File: src/rtl/smfp_pkg.sv
`timescale 1ns / 1ps
// ----------------------------------------------------------------------------
// Stack map frame parser package
// Shared types, codes and the frame tag decode for the parser front and back.
// ----------------------------------------------------------------------------
package smfp_pkg;

  localparam int unsigned QueueDepth = 4;
  localparam int unsigned QueuePtrW  = $clog2(QueueDepth);
  localparam int unsigned QueueCntW  = $clog2(QueueDepth + 1);

  localparam logic [7:0] TagLocals1Base = 8'd64;
  localparam logic [7:0] TagReserved    = 8'd128;
  localparam logic [7:0] TagLocals1Ext  = 8'd247;
  localparam logic [7:0] TagSameExt     = 8'd251;
  localparam logic [7:0] TagFull        = 8'd255;
  localparam logic [7:0] VtObject       = 8'd7;
  localparam logic [7:0] VtUninit       = 8'd8;

  typedef enum logic [2:0] {
    KIND_SAME       = 3'd0,
    KIND_LOC1       = 3'd1,
    KIND_LOC1_EXT   = 3'd2,
    KIND_CHOP       = 3'd3,
    KIND_SAME_EXT   = 3'd4,
    KIND_APPEND     = 3'd5,
    KIND_FULL       = 3'd6,
    KIND_INVALID    = 3'd7
  } frame_kind_t;

  typedef enum logic [3:0] {
    PH_CNT_HI   = 4'd0,
    PH_CNT_LO   = 4'd1,
    PH_TAG      = 4'd2,
    PH_DELTA_HI = 4'd3,
    PH_DELTA_LO = 4'd4,
    PH_NLOC_HI  = 4'd5,
    PH_NLOC_LO  = 4'd6,
    PH_VTAG     = 4'd7,
    PH_VSKIP    = 4'd8,
    PH_NSTK_HI  = 4'd9,
    PH_NSTK_LO  = 4'd10,
    PH_IDLE     = 4'd11
  } phase_t;

  // One classified byte as it travels from the front to the back.
  typedef struct packed {
    logic [7:0]  data;
    logic        start;
    frame_kind_t tag_kind;  // meaning of the byte if it is a frame tag
    logic        vt_ext;    // Object or Uninitialized verification tag
    logic        vt_bad;    // verification tag above the defined range
  } smfp_item_t;

  typedef struct packed {
    frame_kind_t kind;
    logic [7:0]  tag;
    logic [15:0] delta;
    logic [15:0] index;
    logic [16:0] entries;
    logic        bad;
    logic        last;
  } smfp_result_t;

  function automatic frame_kind_t classify_tag(input logic [7:0] b);
    frame_kind_t k;
    if (b < TagLocals1Base)     k = KIND_SAME;
    else if (b < TagReserved)   k = KIND_LOC1;
    else if (b < TagLocals1Ext) k = KIND_INVALID;
    else if (b == TagLocals1Ext) k = KIND_LOC1_EXT;
    else if (b < TagSameExt)    k = KIND_CHOP;
    else if (b == TagSameExt)   k = KIND_SAME_EXT;
    else if (b < TagFull)       k = KIND_APPEND;
    else                        k = KIND_FULL;
    return k;
  endfunction

endpackage

File: src/rtl/stack_map_frame_parser_unit.sv
`timescale 1ns / 1ps
// ----------------------------------------------------------------------------
// Stack map frame parser
// Parses a class-file stack map table byte stream into one result per frame.
// ----------------------------------------------------------------------------
// Usage:
//   The slave channel takes one table byte per beat in s_tdata; s_tuser marks
//   the first frame-count byte of a new table and restarts the parser there.
//   The master channel gives one beat per completed frame: kind and the bad
//   verification tag flag in m_tuser, tag, delta, index and entry count in
//   m_tdata, and m_tlast on the final frame of the table. Bytes that do not
//   finish a frame give no beat; bytes after the last frame are dropped.
//   Throughput is one byte per cycle while no stalled result holds the back
//   end, set by its single-byte parser step. A result shows on the master
//   side once the beat that finishes its frame has passed through the
//   four-entry byte queue and the result register. When the receiver stalls,
//   the result register holds and the queue absorbs up to four more bytes
//   before s_tready drops. Reset is synchronous and empties the queue and the
//   result register; the parser then waits for the count high byte.
// ----------------------------------------------------------------------------
module stack_map_frame_parser_unit (
  input  logic        clk,
  input  logic        rst,
  input  logic        s_tvalid,
  output logic        s_tready,
  input  logic [7:0]  s_tdata,   // [7:0] in_byte
  input  logic [0:0]  s_tuser,   // [0] table_start
  output logic        m_tvalid,
  input  logic        m_tready,
  output logic [63:0] m_tdata,   // [7:0] frame_tag, [23:8] pc_delta,
                                 // [39:24] frame_index, [56:40] type_entries,
                                 // [63:57] zero
  output logic [3:0]  m_tuser,   // [2:0] frame_kind, [3] bad_type_tag
  output logic        m_tlast    // last_frame
);
  import smfp_pkg::*;

  smfp_item_t   front_item;
  smfp_item_t   head_item;
  smfp_result_t res;
  logic         q_full;
  logic         q_not_empty;
  logic         q_pop;
  logic         push;

  // The front decodes the byte as it arrives; the queue lets it keep
  // accepting while the back waits on a stalled result.
  assign s_tready = !q_full;
  assign push     = s_tvalid && !q_full;

  smfp_front u_front (
    .in_byte  (s_tdata),
    .in_start (s_tuser[0]),
    .item     (front_item)
  );

  smfp_queue u_queue (
    .clk       (clk),
    .rst       (rst),
    .push      (push),
    .push_item (front_item),
    .full      (q_full),
    .pop       (q_pop),
    .not_empty (q_not_empty),
    .head_item (head_item)
  );

  smfp_back u_back (
    .clk        (clk),
    .rst        (rst),
    .item_valid (q_not_empty),
    .item       (head_item),
    .item_pop   (q_pop),
    .res_valid  (m_tvalid),
    .res_ready  (m_tready),
    .res        (res)
  );

  assign m_tdata = {7'd0, res.entries, res.index, res.delta, res.tag};
  assign m_tuser = {res.bad, res.kind};
  assign m_tlast = res.last;

endmodule

File: src/rtl/smfp_front.sv
`timescale 1ns / 1ps
// ----------------------------------------------------------------------------
// Stack map frame parser front
// Decodes each incoming byte both as a frame tag and as a verification tag.
// ----------------------------------------------------------------------------
module smfp_front (
  input  logic [7:0]          in_byte,
  input  logic                in_start,
  output smfp_pkg::smfp_item_t item
);
  import smfp_pkg::*;

  always_comb begin
    item.data     = in_byte;
    item.start    = in_start;
    item.tag_kind = classify_tag(in_byte);
    item.vt_ext   = (in_byte == VtObject) || (in_byte == VtUninit);
    item.vt_bad   = (in_byte > VtUninit);
  end

endmodule

File: src/rtl/smfp_queue.sv
`timescale 1ns / 1ps
// ----------------------------------------------------------------------------
// Stack map frame parser queue
// Short FIFO of classified bytes between the front and the back.
// ----------------------------------------------------------------------------
module smfp_queue (
  input  logic                 clk,
  input  logic                 rst,
  input  logic                 push,
  input  smfp_pkg::smfp_item_t push_item,
  output logic                 full,
  input  logic                 pop,
  output logic                 not_empty,
  output smfp_pkg::smfp_item_t head_item
);
  import smfp_pkg::*;

  smfp_item_t             slots [QueueDepth];
  logic [QueuePtrW-1:0]   wr_ptr;
  logic [QueuePtrW-1:0]   rd_ptr;
  logic [QueueCntW-1:0]   count;

  assign full      = (count == QueueCntW'(QueueDepth));
  assign not_empty = (count != '0);
  assign head_item = slots[rd_ptr];

  always_ff @(posedge clk) begin
    if (push) begin
      slots[wr_ptr] <= push_item;
    end
  end

  always_ff @(posedge clk) begin
    if (rst) begin
      wr_ptr <= '0;
      rd_ptr <= '0;
      count  <= '0;
    end else begin
      if (push) wr_ptr <= wr_ptr + 1'b1;
      if (pop)  rd_ptr <= rd_ptr + 1'b1;
      if (push && !pop)      count <= count + 1'b1;
      else if (pop && !push) count <= count - 1'b1;
    end
  end

endmodule

File: src/rtl/smfp_back.sv
`timescale 1ns / 1ps
// ----------------------------------------------------------------------------
// Stack map frame parser back
// Walks the table one byte per cycle when no result stalls; holds each finished frame result.
// ----------------------------------------------------------------------------
module smfp_back (
  input  logic                   clk,
  input  logic                   rst,
  input  logic                   item_valid,
  input  smfp_pkg::smfp_item_t   item,
  output logic                   item_pop,
  output logic                   res_valid,
  input  logic                   res_ready,
  output smfp_pkg::smfp_result_t res
);
  import smfp_pkg::*;

  phase_t      phase, phase_next, phase_eff;
  logic [15:0] frames_left, frames_left_next;
  logic [15:0] frame_counter, frame_counter_next;
  logic [15:0] held_delta, held_delta_next;
  logic [15:0] entries_left, entries_left_next;
  logic        in_stack, in_stack_next;
  frame_kind_t held_kind, held_kind_next;
  logic [7:0]  held_tag, held_tag_next;
  logic [16:0] entry_total, entry_total_next;
  logic        bad_seen, bad_seen_next;
  logic [1:0]  skip_bytes, skip_bytes_next;

  logic        emit;
  logic [15:0] el_dec;
  logic        entry_emit;
  logic        entry_more;
  logic        last_frame;
  logic [7:0]  append_cnt;

  // A byte moves on when the result slot is free or is emptied this cycle.
  assign item_pop  = item_valid && (!res_valid || res_ready);
  // A table start forces the count high byte regardless of the held phase.
  assign phase_eff = item.start ? PH_CNT_HI : phase;

  assign el_dec     = entries_left - 16'd1;
  assign entry_more = (el_dec != '0);
  assign entry_emit = !entry_more && !((held_kind == KIND_FULL) && !in_stack);
  assign last_frame = (frames_left == 16'd1);
  assign append_cnt = held_tag - TagSameExt;

  // Which bytes finish a frame.
  always_comb begin
    emit = 1'b0;
    case (phase_eff)
      PH_TAG:      emit = (item.tag_kind == KIND_SAME) || (item.tag_kind == KIND_INVALID);
      PH_DELTA_LO: emit = (held_kind == KIND_CHOP) || (held_kind == KIND_SAME_EXT);
      PH_NSTK_LO:  emit = ({entries_left[15:8], item.data} == '0);
      PH_VTAG:     emit = !item.vt_ext && entry_emit;
      PH_VSKIP:    emit = (skip_bytes == 2'd1) && entry_emit;
      default:     emit = 1'b0;
    endcase
  end

  // Next phase.
  always_comb begin
    phase_next = phase_eff;
    case (phase_eff)
      PH_CNT_HI:   phase_next = PH_CNT_LO;
      PH_CNT_LO:   phase_next = ({frames_left[15:8], item.data} == '0) ? PH_IDLE : PH_TAG;
      PH_TAG: begin
        if (item.tag_kind == KIND_LOC1) phase_next = PH_VTAG;
        else                            phase_next = PH_DELTA_HI;
      end
      PH_DELTA_HI: phase_next = PH_DELTA_LO;
      PH_DELTA_LO: begin
        if (held_kind == KIND_FULL) phase_next = PH_NLOC_HI;
        else                        phase_next = PH_VTAG;
      end
      PH_NLOC_HI:  phase_next = PH_NLOC_LO;
      PH_NLOC_LO:  phase_next = ({entries_left[15:8], item.data} == '0) ? PH_NSTK_HI : PH_VTAG;
      PH_NSTK_HI:  phase_next = PH_NSTK_LO;
      PH_NSTK_LO:  phase_next = PH_VTAG;
      PH_VTAG: begin
        if (item.vt_ext)     phase_next = PH_VSKIP;
        else if (entry_more) phase_next = PH_VTAG;
        else                 phase_next = PH_NSTK_HI;
      end
      PH_VSKIP: begin
        if (skip_bytes != 2'd1) phase_next = PH_VSKIP;
        else if (entry_more)    phase_next = PH_VTAG;
        else                    phase_next = PH_NSTK_HI;
      end
      PH_IDLE:     phase_next = PH_IDLE;
      default:     phase_next = PH_IDLE;
    endcase
    if (emit) phase_next = last_frame ? PH_IDLE : PH_TAG;
  end

  // Data registers.
  always_comb begin
    frames_left_next   = frames_left;
    frame_counter_next = frame_counter;
    held_delta_next    = held_delta;
    entries_left_next  = entries_left;
    in_stack_next      = in_stack;
    held_kind_next     = held_kind;
    held_tag_next      = held_tag;
    entry_total_next   = entry_total;
    bad_seen_next      = bad_seen;
    skip_bytes_next    = skip_bytes;
    case (phase_eff)
      PH_CNT_HI: frames_left_next = {item.data, 8'h00};
      PH_CNT_LO: begin
        frames_left_next   = {frames_left[15:8], item.data};
        frame_counter_next = '0;
      end
      PH_TAG: begin
        held_tag_next     = item.data;
        held_kind_next    = item.tag_kind;
        entry_total_next  = '0;
        bad_seen_next     = 1'b0;
        in_stack_next     = 1'b0;
        skip_bytes_next   = '0;
        entries_left_next = (item.tag_kind == KIND_LOC1) ? 16'd1 : 16'd0;
        if (item.tag_kind == KIND_SAME)      held_delta_next = {8'h00, item.data};
        else if (item.tag_kind == KIND_LOC1) held_delta_next = {10'd0, item.data[5:0]};
        else                                 held_delta_next = '0;
      end
      PH_DELTA_HI: held_delta_next = {item.data, 8'h00};
      PH_DELTA_LO: begin
        held_delta_next = {held_delta[15:8], item.data};
        if (held_kind == KIND_LOC1_EXT)    entries_left_next = 16'd1;
        else if (held_kind == KIND_APPEND) entries_left_next = {8'h00, append_cnt};
      end
      PH_NLOC_HI: entries_left_next = {item.data, 8'h00};
      PH_NLOC_LO: entries_left_next = {entries_left[15:8], item.data};
      PH_NSTK_HI: begin
        in_stack_next     = 1'b1;
        entries_left_next = {item.data, 8'h00};
      end
      PH_NSTK_LO: entries_left_next = {entries_left[15:8], item.data};
      PH_VTAG: begin
        entry_total_next = entry_total + 17'd1;
        if (item.vt_bad) bad_seen_next = 1'b1;
        if (item.vt_ext) skip_bytes_next   = 2'd2;
        else             entries_left_next = el_dec;
      end
      PH_VSKIP: begin
        skip_bytes_next = skip_bytes - 2'd1;
        if (skip_bytes == 2'd1) entries_left_next = el_dec;
      end
      default: ;
    endcase
    if (emit) begin
      frames_left_next   = frames_left - 16'd1;
      frame_counter_next = frame_counter + 16'd1;
    end
  end

  always_ff @(posedge clk) begin
    if (rst) begin
      phase         <= PH_CNT_HI;
      frames_left   <= '0;
      frame_counter <= '0;
      held_delta    <= '0;
      entries_left  <= '0;
      in_stack      <= 1'b0;
      held_kind     <= KIND_SAME;
      held_tag      <= '0;
      entry_total   <= '0;
      bad_seen      <= 1'b0;
      skip_bytes    <= '0;
    end else if (item_pop) begin
      phase         <= phase_next;
      frames_left   <= frames_left_next;
      frame_counter <= frame_counter_next;
      held_delta    <= held_delta_next;
      entries_left  <= entries_left_next;
      in_stack      <= in_stack_next;
      held_kind     <= held_kind_next;
      held_tag      <= held_tag_next;
      entry_total   <= entry_total_next;
      bad_seen      <= bad_seen_next;
      skip_bytes    <= skip_bytes_next;
    end
  end

  // Result register.
  always_ff @(posedge clk) begin
    if (rst) begin
      res_valid <= 1'b0;
    end else if (item_pop && emit) begin
      res_valid <= 1'b1;
    end else if (res_ready) begin
      res_valid <= 1'b0;
    end
  end

  always_ff @(posedge clk) begin
    if (item_pop && emit) begin
      res.kind    <= held_kind_next;
      res.tag     <= held_tag_next;
      res.delta   <= held_delta_next;
      res.index   <= frame_counter;
      res.entries <= entry_total_next;
      res.bad     <= bad_seen_next;
      res.last    <= last_frame;
    end
  end

endmodule

File: config.mk
export PLATFORM = sky130hd
export DESIGN_NAME = stack_map_frame_parser_unit
export DESIGN_NICKNAME = d
export VERILOG_FILES = /design/src/rtl/smfp_pkg.sv /design/src/rtl/stack_map_frame_parser_unit.sv /design/src/rtl/smfp_front.sv /design/src/rtl/smfp_queue.sv /design/src/rtl/smfp_back.sv
export SDC_FILE = /design/constraint.sdc
export NUM_CORES = 1
export LEC_CHECK = 0
export BUFFER_PORTS_ARGS = -buffer_cell sky130_fd_sc_hd__buf_2
export CAP_MARGIN = 0
export CORE_ASPECT_RATIO = 0.9
export CORE_UTILIZATION = 65
export DETAILED_ROUTE_END_ITERATION = 8
export HOLD_SLACK_MARGIN = 0.15
export PLACE_DENSITY = 0.85
export SYNTH_ARGS = -nofsm -noshare
export SYNTH_HDL_FRONTEND = slang
export SYNTH_SLANG_ARGS = --single-unit
File: constraint.sdc
create_clock -name clk -period 9.7 [get_ports clk]
set_input_delay 1.455 -clock clk [delete_from_list [all_inputs] [get_ports clk]]
set_output_delay 1.455 -clock clk [all_outputs]
set_load 0.02 [all_outputs]
==> results.toml, run 1 <==
[power]
power_frac_seq_pct = 38.9
clkPwrFrac_pct = 27.3
switching_share_pct = 37.9
p_sw_w = 0.00125
peakVddDrop_uv = 202
leakagePower_nw = 4.37
p_comb_share_pct = 33.9
powerDensity_nw_per_um2 = 278
p_int_w = 0.00205

[grt]
grt_overflow = 0
grt_pass1_vias = 7703
track_usage_pct = 29.2
grt_antenna_before_repair = 0
grt_pass1_wl_mm = 39.0
grt_max_degree = 106

[floorplanning]
io_pins = 84
core_sq_um = 16100
dieWidth_microns = 138
initial_core_util_pct = 66.6
die_area_sq_um = 17100
die_h_microns = 124
rows = 44

[layout]
areaGrowthSynthToFinish_pct = 10.5
n_antenna_cell = 0
multi_input_area_sq_um = 4570
num-nets-final = 1127
fill_cells = 1098
drive_above_1_share_pct = 13.1
seq_area_sq_um = 5750

[synth]
synth_most_common_cell = "nor2_1"
synth_top_family_by_area = "simple AND/OR/NAND/NOR gates"
synth_area_leader_cell = "edfxtp_1"
synth_top_area_share_pct = 33.0
synthTopCellsByArea = "edfxtp_1, dfxtp_1, nor2_1, nand2_1, a21oi_1"
synth.distinct_cells = 83
synth_cells = 1059
avgSynthCellArea_sq_um = 10.2
synth-seq-area-share_pct = 53.4
ys_warn_count = 0
async_flop_share_pct = 0
synth-edff-count = 118
yosys-mux-area-fraction_pct = 4.02
synth_compound_area_share_pct = 15.5
ys.flop_type = "edfxtp_1"
synthAdderAreaFrac_pct = 1.70
yosys.area_share.simple_pct = 19.0
syn_area_sq_um = 10800
ys_ff_latch = 228
synth_xor_area_share_pct = 2.04
synth_commonest_cells = "nor2_1, nand2_1, edfxtp_1, dfxtp_1, a21oi_1"

[clock_tree]
tritoncts = "done"
clock_path_buffers = 3
clk_pin_slew_ns = 0.06
numCtsBuffers = 24
cts_resized = 0
cts-root-buf = "clkbuf_16"
post_cts_buffers = 0
clock-sinks = 228
htree_levels = 1
clock_latency_ns = 0.52
ctsHoldBuffers = 0

[drt]
ant_nets = 0
wl_per_cell_microns = 18.5
drc_errors = 0
routed_wl_mm = 24.5
firstDrtPassIters = 5
drtIter0Drc = 1120
num_vias = 8522
via_per_inst = 6.43

[critical_path]
critPathTopFamily = "buffers and inverters"
worstPathRequired_ns = 10.11
crit_type = "register to register"
reg2reg_slack_ns = 4.62
critPathBufInv = 3
r2r_cells = 11
crit_chain = "mux4_2 -> or4_1 -> a21oi_1 -> a211oi_2 -> o31ai_2 -> buf_4 -> nand2_4 -> inv_2 -> buf_4 -> nand4_1 -> a32o_1"
crit_top_cell = "buf_4"
crit_slowest_cell = "or4_1"
r2r-end = "u_back.frames_left[3]"
cp-start-kind = "register"
slowest_delay_ns = 0.94
cp_max_fo = 56
endpoint_kind = "register"
crit_arrival_ns = 5.50

[min_path]
min_path_cells = 2
hold_start = "u_back.entry_total[16]"
hold_path_end = "u_back.entry_total[16]"
hp-class = "register to register"

[sta]
skew_ns = 0.0104
setup_viol = 0
fin_crit_ns = 5.08
max_slew_margin_pct = 16.1
rsz0062_at_grt = "false"
worst_slack_ns = 4.62
layout_worst_path_cycle_share_pct = 52.4
worst_pin_slew_ns = 1.25
slew_violations = 0
fmax_mhz = 197
fin_tns_setup_ns = 0
hold_viol = 0

[placement]
place.detailed.hpwl_mm = 15.7
portBuffers = 76
preCtsSetupSlack_ns = 4.62
gp_congestion = 0.976

[flow_run]
cap_violations = 0

[run_status]
status = "finished, final reports clean"
-- per-stage QoR --
| stage | power [W] | hold WS [ns] | cells | utilization (%) | area, sq um |
|---|---|---|---|---|---|
| 2_1_floorplan | 0.00212 | 0.429 | 1065 | - | 10800 |
| 4_1_cts | 0.00328 | 0.470 | 1325 | 73.6 | 11900 |
| 3_5_place_dp | 0.00238 | 0.462 | 1281 | 68.7 | 11100 |
| 5_1_grt | 0.00346 | 0.497 | 1325 | 73.6 | 11900 |
| 3_3_place_gp | 0.00234 | 0.450 | 1281 | 68.7 | 11100 |
| 6_report | 0.00330 | 0.473 | 1325 | 73.6 | 11900 |
-- cell usage in the layout, fill, tap and decap left out, types with 5 or more instances in the layout --
cell,netlist,routed
nor2_1,137,136
nand2_1,121,121
edfxtp_1,118,118
dfxtp_1,110,110
buf_2,6,75
a21oi_1,63,63
nand3_1,37,37
nor3_1,36,36
o21ai_0,34,34
clkbuf_16,0,24
inv_1,19,19
a22o_1,18,18
and3_1,16,16
a22oi_1,15,15
xnor2_1,14,14
ha_1,13,13
nand2b_1,12,12
nor4_1,12,12
a21o_1,12,12
nor3b_1,11,11
xor2_1,11,11
a32o_1,11,11
o22ai_1,11,11
mux4_2,10,10
mux2i_1,9,9
a211oi_1,9,9
nand4_1,9,9
a31oi_1,8,8
a221oi_1,8,8
buf_4,11,8
or4_1,7,7
conb_1,1,7
or3_1,6,6
o21a_1,5,5
o31ai_1,5,5
clkinv_1,1,5
clkinv_2,0,5
-- logic make-up after synthesis --
| family | Yosys count |
|---|---|
| compound gates | 241 |
| mux | 24 |
| other cells | 1 |
| xor+xnor | 25 |
| buf+inv | 95 |
| flops | 228 |
| fa+ha+maj | 14 |
| simple gates | 431 |
-- layer usage --
metal	vias up	global-route usage (%)	wire length (microns)
li1	3986	-	-
met1	4075	39.6	10100
met2	396	47.3	11700
met3	65	5.13	2020
met4	0	10.4	717
met5	-	0	0
-- worst max-delay path by stage --
stage,start,end,depth (start not counted)
floorplan,u_back.entries_left[0],u_back.frames_left[3],12
global placement,register,u_back.frames_left[3],11
detailed placement,register,u_back.frames_left[3],11
CTS,register,u_back.frames_left[3],11
global route,register,u_back.frames_left[3],11
finish,register,u_back.frames_left[3],11
-- sequential cells by signal (all words and copies together), names as in the netlist, 4 cells and up, named ones only --
register	flops
u_back.res	62
u_queue.slots	56
u_back.entry_total	17
u_back.entries_left	16
u_back.frame_counter	16
u_back.frames_left	16
u_back.held_delta	16
u_back.held_tag	8
u_back.phase	4
-- cell type report --
class                      instances  share of cell area [%]
clock buffer                      29                    5.47
sequential                       228                    48.4
multi-input combinational        742                    38.5
clock inverter                    15                    1.18
inverter                          21                   0.664
tap                              207                    2.18
timing repair buffer              83                    3.67
-- worst min-delay path, stage by stage (launching register included) --
cell	delay (ns)
dfxtp_1	0.32
nand2_1	0.05
a21oi_1	0.05
-- power by group through the flow --
stage	Sequential, W	Combinational [W]	Clock [W]
final	0.00128	0.00112	0.000900
after global routing	0.00130	0.00122	0.000946
after CTS	0.00128	0.00109	0.000909
after detailed placement	0.00130	0.00108	0
after global placement	0.00129	0.00105	0
after floorplan	0.00125	0.000878	0
Power figures use the tool's default switching activity.
==> inputs of run 2 (changes only) <==
--- a/config.mk
+++ b/config.mk
@@ -8,10 +8,10 @@
 export BUFFER_PORTS_ARGS = -buffer_cell sky130_fd_sc_hd__buf_2
 export CAP_MARGIN = 0
 export CORE_ASPECT_RATIO = 0.9
-export CORE_UTILIZATION = 65
+export CORE_UTILIZATION = 54
 export DETAILED_ROUTE_END_ITERATION = 8
 export HOLD_SLACK_MARGIN = 0.15
-export PLACE_DENSITY = 0.85
+export PLACE_DENSITY = 0.76
 export SYNTH_ARGS = -nofsm -noshare
 export SYNTH_HDL_FRONTEND = slang
 export SYNTH_SLANG_ARGS = --single-unit
==> constraint.sdc (replaced) <==
create_clock -name clk -period 4.33 [get_ports clk]
set_input_delay 0.6495 -clock clk [delete_from_list [all_inputs] [get_ports clk]]
set_output_delay 0.6495 -clock clk [all_outputs]
set_load 0.02 [all_outputs]
==> run 2 against run 1 <==
Effect of this change:
- non-clock buffer count up 11
- clock skew up 0.0053 ns
- register-to-register slack worse by 4.1 ns
- global-route usage down 4.6 points
- worst setup slack worse by 4.1 ns
- largest power group unchanged
- routed wire length up 1.7%
==> results.toml, run 2 (synthesized netlist as in run 1, its figures left out) <==
[run_status]
status = "finished, final reports clean"

[layout]
n_antenna_cell = 0
regMostFlops = "u_back.res"
final_cell_mix = "nor2_1, nand2_1, edfxtp_1"
drive_above_1_share_pct = 13.2
fill_cells = 1622
fin_cells = 1379
post-route-util_pct = 62.0
layout_commonest_cell = "nor2_1"
top_regs = "u_back.res x62, u_queue.slots x56, u_back.entry_total x17"
areaGrowthSynthToFinish_pct = 11.4
multi_input_area_sq_um = 4570
largest_reg_flops = 62
num-nets-final = 1138
seq_area_sq_um = 5750

[critical_path]
path_depth = 10
endpoint_kind = "register"
r2r-end = "u_back.res[12]"
cp_max_fo = 43
critPathBufInv = 3
cp-endpoint = "u_back.res[12]"
crit_arrival_ns = 4.05
reg2reg_from = "u_back.entries_left[0]"
r2r_cells = 10
crit_slowest_cell = "o31ai_2"
cp-start-kind = "register"
reg2reg_slack_ns = 0.48
slowest_delay_ns = 0.65
crit_chain = "inv_1 -> ha_1 -> nor3b_1 -> a31oi_1 -> nor4b_1 -> o2111ai_1 -> o31ai_2 -> nand2_4 -> inv_2 -> buf_12"
crit_path_start = "u_back.entries_left[0]"
worstPathRequired_ns = 4.53
critPathTopFamily = "compound AO/OA/AOI/OAI gates"
crit_type = "register to register"

[grt]
grt_pass1_vias = 7709
track_usage_pct = 24.5
grt_antenna_before_repair = 0
grt_pass1_wl_mm = 39.5
grt_overflow = 0
grt_max_degree = 61

[sta]
fmax_mhz = 260
fin_crit_ns = 3.85
hold_viol = 0
worst_pin_slew_ns = 0.918
slew_violations = 0
skew_ns = 0.0157
layout_worst_path_cycle_share_pct = 88.9
whs_ns = 0.379
setup_viol = 0
fin_tns_setup_ns = 0
rsz0062_at_grt = "false"
max_slew_margin_pct = 38.3

[min_path]
min_path_cells = 1
hp-class = "input pin to register"

[floorplanning]
io_pins = 84
dieWidth_microns = 151
die_h_microns = 136
rows = 48
core_sq_um = 19300
die_area_sq_um = 20500
initial_core_util_pct = 55.6

[drt]
routed_wl_mm = 25.0
firstDrtPassIters = 5
drt-met1-wl_mm = 10.9
num_vias = 8323
met3_wirelength_mm = 1.46
wl_per_cell_microns = 18.1
ant_nets = 0
drtIter0Drc = 634
via_per_inst = 6.04
drc_errors = 0
wl_met2_mm = 12.1
top_layer_used = "met4"

[placement]
gp_congestion = 0.915
place.detailed.hpwl_mm = 16.5
portBuffers = 76
dp_cells = 1335

[clock_tree]
ctsHoldBuffers = 0
clk_pin_slew_ns = 0.06
clock_path_buffers = 3
clock_latency_ns = 0.52
tritoncts = "done"
cts_resized = 0
cts-root-buf = "clkbuf_16"
htree_levels = 1
clock-sinks = 228
post_cts_buffers = 0
numCtsBuffers = 24

[power]
p_sw_w = 0.00277
leakagePower_nw = 4.39
switching_share_pct = 37.7
p_int_w = 0.00457
powerDensity_nw_per_um2 = 613
power_frac_seq_pct = 38.7
peakVddDrop_uv = 418
clkPwrFrac_pct = 26.4
p_comb_share_pct = 34.9

[flow_run]
cap_violations = 0
run 2: metal layers:
metal  global-route usage (%)  up-vias
met2                     40.4      302
met5                        0        -
met3                     4.13       42
met4                     7.39        0
li1                         -     4009
met1                     33.3     3970
run 2: metrics by stage:
step / area, sq um / total power, W / worst slack [ns]
after floorplan: 10800 / 0.00476 / 0.532
after global placement: 11200 / 0.00535 / 0.616
after detailed placement: 11200 / 0.00539 / 0.488
after CTS: 12000 / 0.00734 / 0.461
after global routing: 12000 / 0.00773 / 0.160
final: 12000 / 0.00734 / 0.481
run 2: worst register-to-register path: stages, from the launching register on:
cell and delay (ns):
dfxtp_1 0.38, inv_1 0.11, ha_1 0.24, nor3b_1 0.59
a31oi_1 0.20, nor4b_1 0.27, o2111ai_1 0.31, o31ai_2 0.65
nand2_4 0.13, inv_2 0.32, buf_12 0.31
run 2: power groups by stage:
stage / Sequential, W / Combinational [W] / Clock [W]
finish: 0.00284 / 0.00256 / 0.00194
global route: 0.00288 / 0.00279 / 0.00205
global placement: 0.00287 / 0.00249 / 0
CTS: 0.00284 / 0.00253 / 0.00197
detailed placement: 0.00288 / 0.00251 / 0
floorplan: 0.00279 / 0.00197 / 0
run 2: how the worst min path moves through the flow:
stage | start | endpoint | slack [ns]
finish | s_tdata[1] | u_queue.slots[0][7] | 0.38
global route | s_tuser | u_queue.slots[1][5] | 0.37
CTS | s_tuser | u_queue.slots[2][5] | 0.36
detailed placement | u_back.entry_total[16] | u_back.entry_total[16] | 0.46
global placement | u_back.in_stack | u_back.in_stack | 0.45
floorplan | u_back.in_stack | u_back.in_stack | 0.43
run 2: cell type report:
class | count | area share, %
timing repair buffer | 94 | 4.43
clock inverter | 10 | 0.689
sequential | 228 | 48.0
multi-input combinational | 742 | 38.2
inverter | 21 | 0.658
tap | 250 | 2.61
clock buffer | 34 | 5.50
==> inputs of run 3 (changes only) <==
--- a/config.mk
+++ b/config.mk
@@ -5,13 +5,13 @@
 export SDC_FILE = /design/constraint.sdc
 export NUM_CORES = 1
 export LEC_CHECK = 0
+export ABC_AREA = 1
 export BUFFER_PORTS_ARGS = -buffer_cell sky130_fd_sc_hd__buf_2
 export CAP_MARGIN = 0
 export CORE_ASPECT_RATIO = 0.9
-export CORE_UTILIZATION = 54
+export CORE_UTILIZATION = 40
 export DETAILED_ROUTE_END_ITERATION = 8
 export HOLD_SLACK_MARGIN = 0.15
-export PLACE_DENSITY = 0.76
 export SYNTH_ARGS = -nofsm -noshare
 export SYNTH_HDL_FRONTEND = slang
 export SYNTH_SLANG_ARGS = --single-unit
==> run 3 against run 2 <==
Effect of this change:
- global-route usage decreased by 5.1 points
- sequential power increased by 5%
- synthesized cell count increased by 30%
- worst hold slack got worse by 0.0096 ns
- sequential cell count did not move
- clock skew fell by 0.0011 ns
- final cell count grew 32%
- worst setup slack better by 0.48 ns
- power is 19% higher
- maximum frequency grew 14%
- non-clock buffer count shrank 3
- routed wire length is 11% higher
==> results.toml, run 3 <==
[placement]
preCtsSetupSlack_ns = 0.959
place.detailed.hpwl_mm = 18.9
gp_congestion = 0.921
portBuffers = 76

[min_path]
hold_start = "s_tuser"
hold_path_end = "u_queue.slots[2][5]"
min_path_cells = 1
hp-class = "input pin to register"

[power]
switching_share_pct = 40.7
p_comb_share_pct = 39.9
p_int_w = 0.00517
clkPwrFrac_pct = 25.9
p_sw_w = 0.00355
powerDensity_nw_per_um2 = 680
peakVddDrop_uv = 333
leakagePower_nw = 5.35
power_frac_seq_pct = 34.3

[critical_path]
reg2reg_slack_ns = 0.96
cp-start-kind = "register"
crit_arrival_ns = 3.56
crit_type = "register to register"
cp_max_fo = 58
worstPathRequired_ns = 4.52
endpoint_kind = "register"
r2r-end = "u_back.res[41]"
r2r_cells = 16

[sta]
max_slew_margin_pct = 39.4
hold_viol = 0
layout_worst_path_cycle_share_pct = 77.9
rsz0062_at_grt = "false"
fin_tns_setup_ns = 0
worst_slack_ns = 0.956
slew_violations = 0
setup_viol = 0
fin_crit_ns = 3.37
fmax_mhz = 296
worst_pin_slew_ns = 0.910
skew_ns = 0.0146

[grt]
grt_max_degree = 71
grt_pass1_vias = 8506
track_usage_pct = 19.4
grt_antenna_before_repair = 0
grt_pass1_wl_mm = 44.3
grt_overflow = 0

[floorplanning]
dieWidth_microns = 179
die_area_sq_um = 28900
io_pins = 84
core_sq_um = 27300
die_h_microns = 161
rows = 57
initial_core_util_pct = 41.3

[drt]
ant_nets = 0
routed_wl_mm = 27.6
num_vias = 9080
drc_errors = 0
firstDrtPassIters = 5
drtIter0Drc = 746
wl_per_cell_microns = 15.2
via_per_inst = 4.98

[synth]
synth_area_leader_cell = "edfxtp_1"
synth-seq-area-share_pct = 51.0
ys_warn_count = 0
synth.distinct_cells = 50
async_flop_share_pct = 0
ys.flop_type = "edfxtp_1"
synth_top_area_share_pct = 31.4
synth-edff-count = 118
synthTopCellsByArea = "edfxtp_1, dfxtp_1, nand2_1, inv_1, nor2_1"
ys_ff_latch = 228
synth_commonest_cells = "nand2_1, inv_1, nor2_1, edfxtp_1, dfxtp_1"
avgSynthCellArea_sq_um = 8.18
synth_most_common_cell = "nand2_1"
syn_area_sq_um = 11300
synth_cells = 1378

[layout]
top_regs = "u_back.res x62, u_queue.slots x56, u_back.entry_total x17"
num-nets-final = 1477
areaGrowthSynthToFinish_pct = 13.7
n_antenna_cell = 0
drive_above_1_share_pct = 12.6
final_cell_mix = "nand2_1, inv_1, nor2_1"
layout_commonest_cell = "nand2_1"
largest_reg_flops = 62
regMostFlops = "u_back.res"

[clock_tree]
htree_levels = 1
numCtsBuffers = 25
cts-root-buf = "clkbuf_16"
tritoncts = "done"
clock_latency_ns = 0.52
clk_pin_slew_ns = 0.06
post_cts_buffers = 0
ctsHoldBuffers = 0
clock_path_buffers = 3
clock-sinks = 228
cts_resized = 0

[run_status]
status = "finished, final reports clean"

[flow_run]
cap_violations = 0
==> run 3: layer usage <==
metal	GRT usage [%]	part of all wire [%]
met1	26.9	47
met2	31.5	45
met3	2.80	5.2
met4	5.35	2.5
met5	0	0
==> run 3: area by class of cell <==
cell class	count	area [sq um]
Multi-Input combinational cell	921	4560
Clock buffer	29	661
Tap cell	354	443
Timing Repair Buffer	91	505
Clock inverter	16	218
Inverter	183	688
Fill cell	2672	14500
Sequential cell	228	5750
==> run 3: stage by stage <==
stage	utilization [%]	power [W]	cells	hold slack [ns]	instance area (sq um)
finish	47.0	0.00873	1822	0.369	12800
global route	47.0	0.00939	1822	0.361	12800
CTS	47.0	0.00877	1822	0.359	12800
detailed placement	43.7	0.00648	1777	0.445	11900
global placement	43.7	0.00643	1777	0.446	11900
floorplan	-	0.00559	1384	0.430	11300
==> run 3: critical path, stage by stage, from the launching register on <==
cell,delay [ns]
dfxtp_1,0.34
buf_4,0.20
inv_2,0.21
nand2_1,0.13
nand3_2,0.09
nand2_4,0.15
nand2_2,0.10
nor2_4,0.13
nand2_4,0.16
nand2_1,0.12
nand2_1,0.05
nor2_1,0.13
nand3_2,0.14
nand2_4,0.33
nand2_2,0.12
clkinv_2,0.25
buf_12,0.31
==> run 3: kinds of logic after synthesis <==
kind of cell             count (synthesis)  share of synthesized area (%)
multiplexers                             2                          0.289
flip-flops                             228                           51.0
XOR/XNOR                                33                           2.56
adder cells (fa/ha/maj)                 14                           1.62
other                                    1                         0.0333
AND/OR/NAND/NOR                        596                           22.7
buffers and inverters                  235                           8.83
AO/OA/AOI/OAI                          269                           13.0
==> run 3: worst max-delay path by stage <==
| stage | startpoint | end | slack, ns | cells after the start |
|---|---|---|---|---|
| 2_1_floorplan | m_tready | u_queue.count[2] | 1.60 | 12 |
| 3_3_place_gp | register | u_back.res[5] | 1.09 | 16 |
| 3_5_place_dp | register | u_back.res[41] | 0.96 | 16 |
| 4_1_cts | register | u_back.res[36] | 0.93 | 16 |
| 5_1_grt | register | u_back.frame_counter[13] | 0.65 | 18 |
| 6_report | register | u_back.res[41] | 0.96 | 16 |
==> run 3: power groups by stage <==
stage / combinational (W) / clock [W] / sequential [W]
after global placement: 0.00341 / 0 / 0.00303
after floorplan: 0.00259 / 0 / 0.00300
after detailed placement: 0.00346 / 0 / 0.00303
after global routing: 0.00395 / 0.00240 / 0.00304
final: 0.00348 / 0.00226 / 0.00299
after CTS: 0.00347 / 0.00231 / 0.00299
